==> src/sv/qpp_pkg.sv <==
// Shared constants, types and helpers for the quadrant profile check.
// No dependencies; every other file of the block but qpp_ram uses this package.
package qpp_pkg;

  localparam int unsigned MAX_WIDTH  = 1024;
  localparam int unsigned MAX_HEIGHT = 1024;
  localparam int unsigned XW         = $clog2(MAX_WIDTH);
  localparam int unsigned YW         = $clog2(MAX_HEIGHT);
  localparam int unsigned SUM_W      = 17;
  localparam int unsigned SIZE_W     = 11;
  localparam int unsigned PIX_W      = 8;
  localparam int unsigned ADDR_W     = 4;
  localparam int unsigned DATA_W     = 32;

  // Register indexes (byte address bits [3:2])
  localparam logic [1:0] REG_FRAME_WIDTH  = 2'd0;
  localparam logic [1:0] REG_FRAME_HEIGHT = 2'd1;
  localparam logic [1:0] REG_BRIGHT_THR   = 2'd2;

  localparam logic [SIZE_W-1:0] WIDTH_RESET  = SIZE_W'(640);
  localparam logic [SIZE_W-1:0] HEIGHT_RESET = SIZE_W'(480);
  localparam logic [PIX_W-1:0]  THR_RESET    = PIX_W'(30);

  // Commands from the controller to the datapath
  typedef struct packed {
    logic pix_rd;
    logic pix_wr;
    logic walk_start;
    logic walk_rd;
    logic div_load;
    logic div_step;
    logic acc;
    logic mul;
    logic cmp;
    logic out_load;
  } qpp_cmd_t;

  // Status from the datapath to the controller
  typedef struct packed {
    logic frame_end;
    logic div_last;
    logic entry_last;
    logic profile_last;
    logic out_busy;
  } qpp_sts_t;

  // floor(s/3) for s <= 765 as a multiply by 683/2048
  function automatic logic [PIX_W-1:0] qpp_gray(input logic [PIX_W-1:0] r,
                                                input logic [PIX_W-1:0] g,
                                                input logic [PIX_W-1:0] b);
    logic [9:0]  s;
    logic [19:0] p;
    s = {2'b00, r} + {2'b00, g} + {2'b00, b};
    p = {10'd0, s} * 20'd683;
    return p[18:11];
  endfunction

endpackage

==> src/sv/qpp_ctrl.sv <==
// Sequencer for pixel accumulation, the profile walk and result hand-off.
// Depends on qpp_pkg for the command and status structs.
module qpp_ctrl (
  input  logic              clk_i,
  input  logic              rst_ni,
  input  logic              in_valid_i,
  output logic              in_ready_o,
  input  qpp_pkg::qpp_sts_t sts_i,
  output qpp_pkg::qpp_cmd_t cmd_o
);
  import qpp_pkg::*;

  typedef enum logic [3:0] {
    S_IDLE, S_UPD, S_RD, S_LD, S_DIV, S_ACC, S_MUL, S_CMP, S_DONE
  } state_e;

  state_e state_q, state_d;

  always_comb begin
    state_d    = state_q;
    cmd_o      = '0;
    in_ready_o = 1'b0;
    unique case (state_q)
      S_IDLE: begin
        in_ready_o = 1'b1;
        if (in_valid_i) begin
          cmd_o.pix_rd = 1'b1;
          state_d      = S_UPD;
        end
      end
      S_UPD: begin
        cmd_o.pix_wr = 1'b1;
        if (sts_i.frame_end) begin
          cmd_o.walk_start = 1'b1;
          state_d          = S_RD;
        end else begin
          state_d = S_IDLE;
        end
      end
      S_RD: begin
        cmd_o.walk_rd = 1'b1;
        state_d       = S_LD;
      end
      S_LD: begin
        cmd_o.div_load = 1'b1;
        state_d        = S_DIV;
      end
      S_DIV: begin
        cmd_o.div_step = 1'b1;
        if (sts_i.div_last) state_d = S_ACC;
      end
      S_ACC: begin
        cmd_o.acc = 1'b1;
        state_d   = sts_i.entry_last ? S_MUL : S_RD;
      end
      S_MUL: begin
        cmd_o.mul = 1'b1;
        state_d   = S_CMP;
      end
      S_CMP: begin
        cmd_o.cmp = 1'b1;
        state_d   = sts_i.profile_last ? S_DONE : S_RD;
      end
      S_DONE: begin
        if (!sts_i.out_busy) begin
          cmd_o.out_load = 1'b1;
          state_d        = S_IDLE;
        end
      end
      default: state_d = S_IDLE;
    endcase
  end

  always_ff @(posedge clk_i or negedge rst_ni) begin
    if (!rst_ni) begin
      state_q <= S_IDLE;
    end else begin
      state_q <= state_d;
    end
  end
endmodule

==> config.mk <==
export PLATFORM = sky130hd
export DESIGN_NAME = qpp_ctrl
export DESIGN_NICKNAME = d
export VERILOG_FILES = /design/src/sv/qpp_pkg.sv /design/src/sv/qpp_ctrl.sv
export SDC_FILE = /design/constraint.sdc
export NUM_CORES = 1
export LEC_CHECK = 0
export BUFFER_PORTS_ARGS = -buffer_cell sky130_fd_sc_hd__buf_2
export CAP_MARGIN = 20
export CORE_AREA = 2 2 39 41
export DETAILED_ROUTE_END_ITERATION = 10
export DIE_AREA = 0 0 41 43
export SYNTH_ARGS = -nofsm -noshare
export SYNTH_HDL_FRONTEND = slang
export SYNTH_SLANG_ARGS = --single-unit
==> constraint.sdc <==
create_clock -name clk_i -period 1.4 [get_ports clk_i]
set_input_delay 0.07 -clock clk_i [delete_from_list [all_inputs] [get_ports clk_i]]
set_output_delay 0.07 -clock clk_i [all_outputs]
set_load 0.01 [all_outputs]
==> summary.md <==
| Metric | Value |
|---|---|
| Status | completed |
| NumNets Final | 66 |
| GR Overflow Total | 0 |
| Slew headroom | 81.29% |
| First-pass GRT wire length | about 1200 um |
| Port bufs | 18 |
| Max VDD drop | 670.3 uV |
| Die Y | 43 um |
| TritonCTS Buffers | 3 |
| Slew @ Worst Pin | 280.6 ps |
| Syn Area/Cell | ~10 um^2 |
| Antenna Violating Nets Remaining | 0 |
| Setup repair after global routing missed its margin | yes |
| Post-Route WL | 877 um |
| Post-DP Area | 431.7 um^2 |
| Vias in the first global route | around 300 |
| Largest regs | state_q (4) |
| Post-synthesis compound-gate area fraction | approximately 17% |
| Flip-flop count of the largest register after layout | 4 |
| Mux contribution to synthesized area | 2.778% |
| Synthesized cell area | 360.3 um^2 |
| DPL Wire Length | 570.9 um |
| Worst-Skew Late Latency | 230 ps |
| Drt wl/cell | 12.18 um |
| Root buffer cell | clkbuf_4 |
| Inserted Diodes | 0 |
| Slew Viols, Final | 0 |
| Final Cell Area | 495.5 um^2 |
| Cell count after synthesis | 35 |
| DRT iter0 DRCs | 0 |
| RePlAce Congestion | about 0.78 |
| Pwr per Cell Area | 2208 nW/um^2 |
| Crit path time final | approximately 1300 ps |
| Worst Path Class, Setup | flop to primary output |
| Final hold vios | 0 |
| Register area share after synthesis | 27.78% |
| Area Overhead vs Synth | 37.50% |
| Synth top area cells | dfrtp_1 28%, buf_6 9.4%, nand2b_1 6.9%, nor4_4 5.9%, nor3_1 4.2% |
| H-tree lvl count | 1 |
| Fraction of layout instances using a drive strength above 1 | 66.07% |
| Unique masters post-synth | 23 |
| Simple-gate share of the synthesized area | between 40 and 50% |
| Drt first pass iters | 1 |
| CTS tree | yes |
| Post-synth net total | 43 |
| Tot Pwr | 1094 uW |
| Pre-CTS WS | roughly 160 ps |
| Total GRT Usage | 11.27% |
| # setup viols final | 0 |
| Clk sink count | 4 |
| Share of flip-flops with an asynchronous set or reset | 100.0% |
| Boundary Pins | 19 |
| XOR/XNOR share of the synthesized area | 0% |
| Final setup TNS | 0 ps |
| Fmax | 741.3 MHz |
| Antenna violations before repair | 0 |
| WP data required | 1330 ps |
| Top cells by count, synth | 4 x dfrtp_1, 4 x nand2b_1, 3 x buf_6, 3 x nor2_1, 3 x nor3_1 |
| Flop and latch count out of synthesis | 4 |
| Critical Path Fanout Max | 11 |
| Starting Density | 26.04% |
| Detailed-route DRC error count | 0 |
| Largest family of logic cells by synthesized area | simple AND/OR/NAND/NOR gates |
| Slack of the critical path | 51.06 ps |
| Core ar. | about 1400 um^2 |
| Max cap viols | 0 |
| Pin count of the biggest net entering global routing | 14 |
| WP data arrival | around 1300 ps |
| CTS Buffer Depth | 2 |
| P_leak | 0.0002461 uW |
| Vias | 340 |
| Die ar. | 1763 um^2 |
| Post-Synth Adder-Cell Area | 0% |
| Final Cycle Share | between 90% and 100% |
| Top_reg_cell synth | dfrtp_1 |
| CP endpoint kind | primary output |
| Vias/cell | 4.722 |
| Worst hold slack | 71.43 ps |
| CTS clk-pin slew, worst paths | 40 ps |
| Post-synth top area cell | dfrtp_1 |
| Die Wd | 41 um |
| Synth top area share | 27.78% |
| Critical Path Start Type | flop |
| Synth warn | 0 |
| Type of the tightest min-delay check | input port to flop |
| Number of flops mapped to enable cells by yosys | 0 |
| Largest Register | state_q |
| Clk_skew | ~0.75 ps |
| # rows | 14 |
-- metal layers --
layer	vias up	wire length (um)	GRT usage (%)
met5	-	0	0
met4	0	19	14.00
met3	2	45	3.141
met2	12	423	15.31
met1	157	388	11.65
li1	169	-	-
-- layout make-up --
class,count,area (um^2)
fill,148,888.4
multi-input combinational,26,224.0
timing repair buffer,22,120.1
sequential,4,105.1
clock buffer,3,22.52
tap,16,20.02
inverter,1,3.754
-- worst max-delay path, stage by stage, from the launching register on --
cell,delay [ps]
dfrtp_2,490
nand2b_1,220
nor3_1,170
buf_2,160
-- path summary, 6_finish.rpt --
kind	cells past startpoint	slack, ps	startpoint	end
worst min-delay path	2	70	sts_i[1]	state_q[3]
worst max register to register	3	270	state_q[1]	state_q[3]
worst min register to register	1	600	state_q[3]	state_q[1]
max in group asynchronous	2	1100	rst_ni	state_q[3]
worst max-delay path	3	50	state_q[3]	cmd_o[4]
min in group asynchronous	2	180	rst_ni	state_q[2]
-- cell families (layout without fill, tap and decap cells) --
group	count (synthesis)	in the layout
mux	1	1
simple gates	19	19
flops	4	4
compound gates	6	6
buf+inv	5	26
-- layout by cell type (no fill, tap or decap) --
master          n
a211oi_2        1
a21oi_1         1
a221oi_2        1
a311oi_1        1
a32o_2          1
and2_1          1
and2_4          1
and3b_1         1
and4b_4         1
buf_2          19
buf_4           2
clkbuf_4        3
dfrtp_2         4
dlygate4sd3_1   1
inv_1           1
mux2i_1         1
nand2b_1        4
nand2b_4        1
nor2_1          3
nor2b_1         1
nor3_1          3
nor3b_1         1
nor4_4          1
nor4b_2         1
o21ai_2         1
-- stage by stage --
stage | utilization [%] | std cells
global placement | 31.19 | 65
CTS | 33.91 | 69
finish | 35.80 | 72
detailed placement | 31.19 | 65
global route | 35.80 | 72
floorplan | - | 35
-- timing repair --
item | in CTS | in global routing
resized for setup | 4 | 1
hold buffers | 1 | 0
buffers inserted | 0 | 3
endpoints found under the hold margin | 4 | 0
setup endpoints to repair | 6 | 3
-- report_power, final --
part           leakage (uW)  internal, uW  switching (uW)
logic              0.000188           329             278
clock network     0.0000138          95.9            47.4
registers         0.0000444           178             166
No activity file was read; power rests on OpenSTA's default activity.
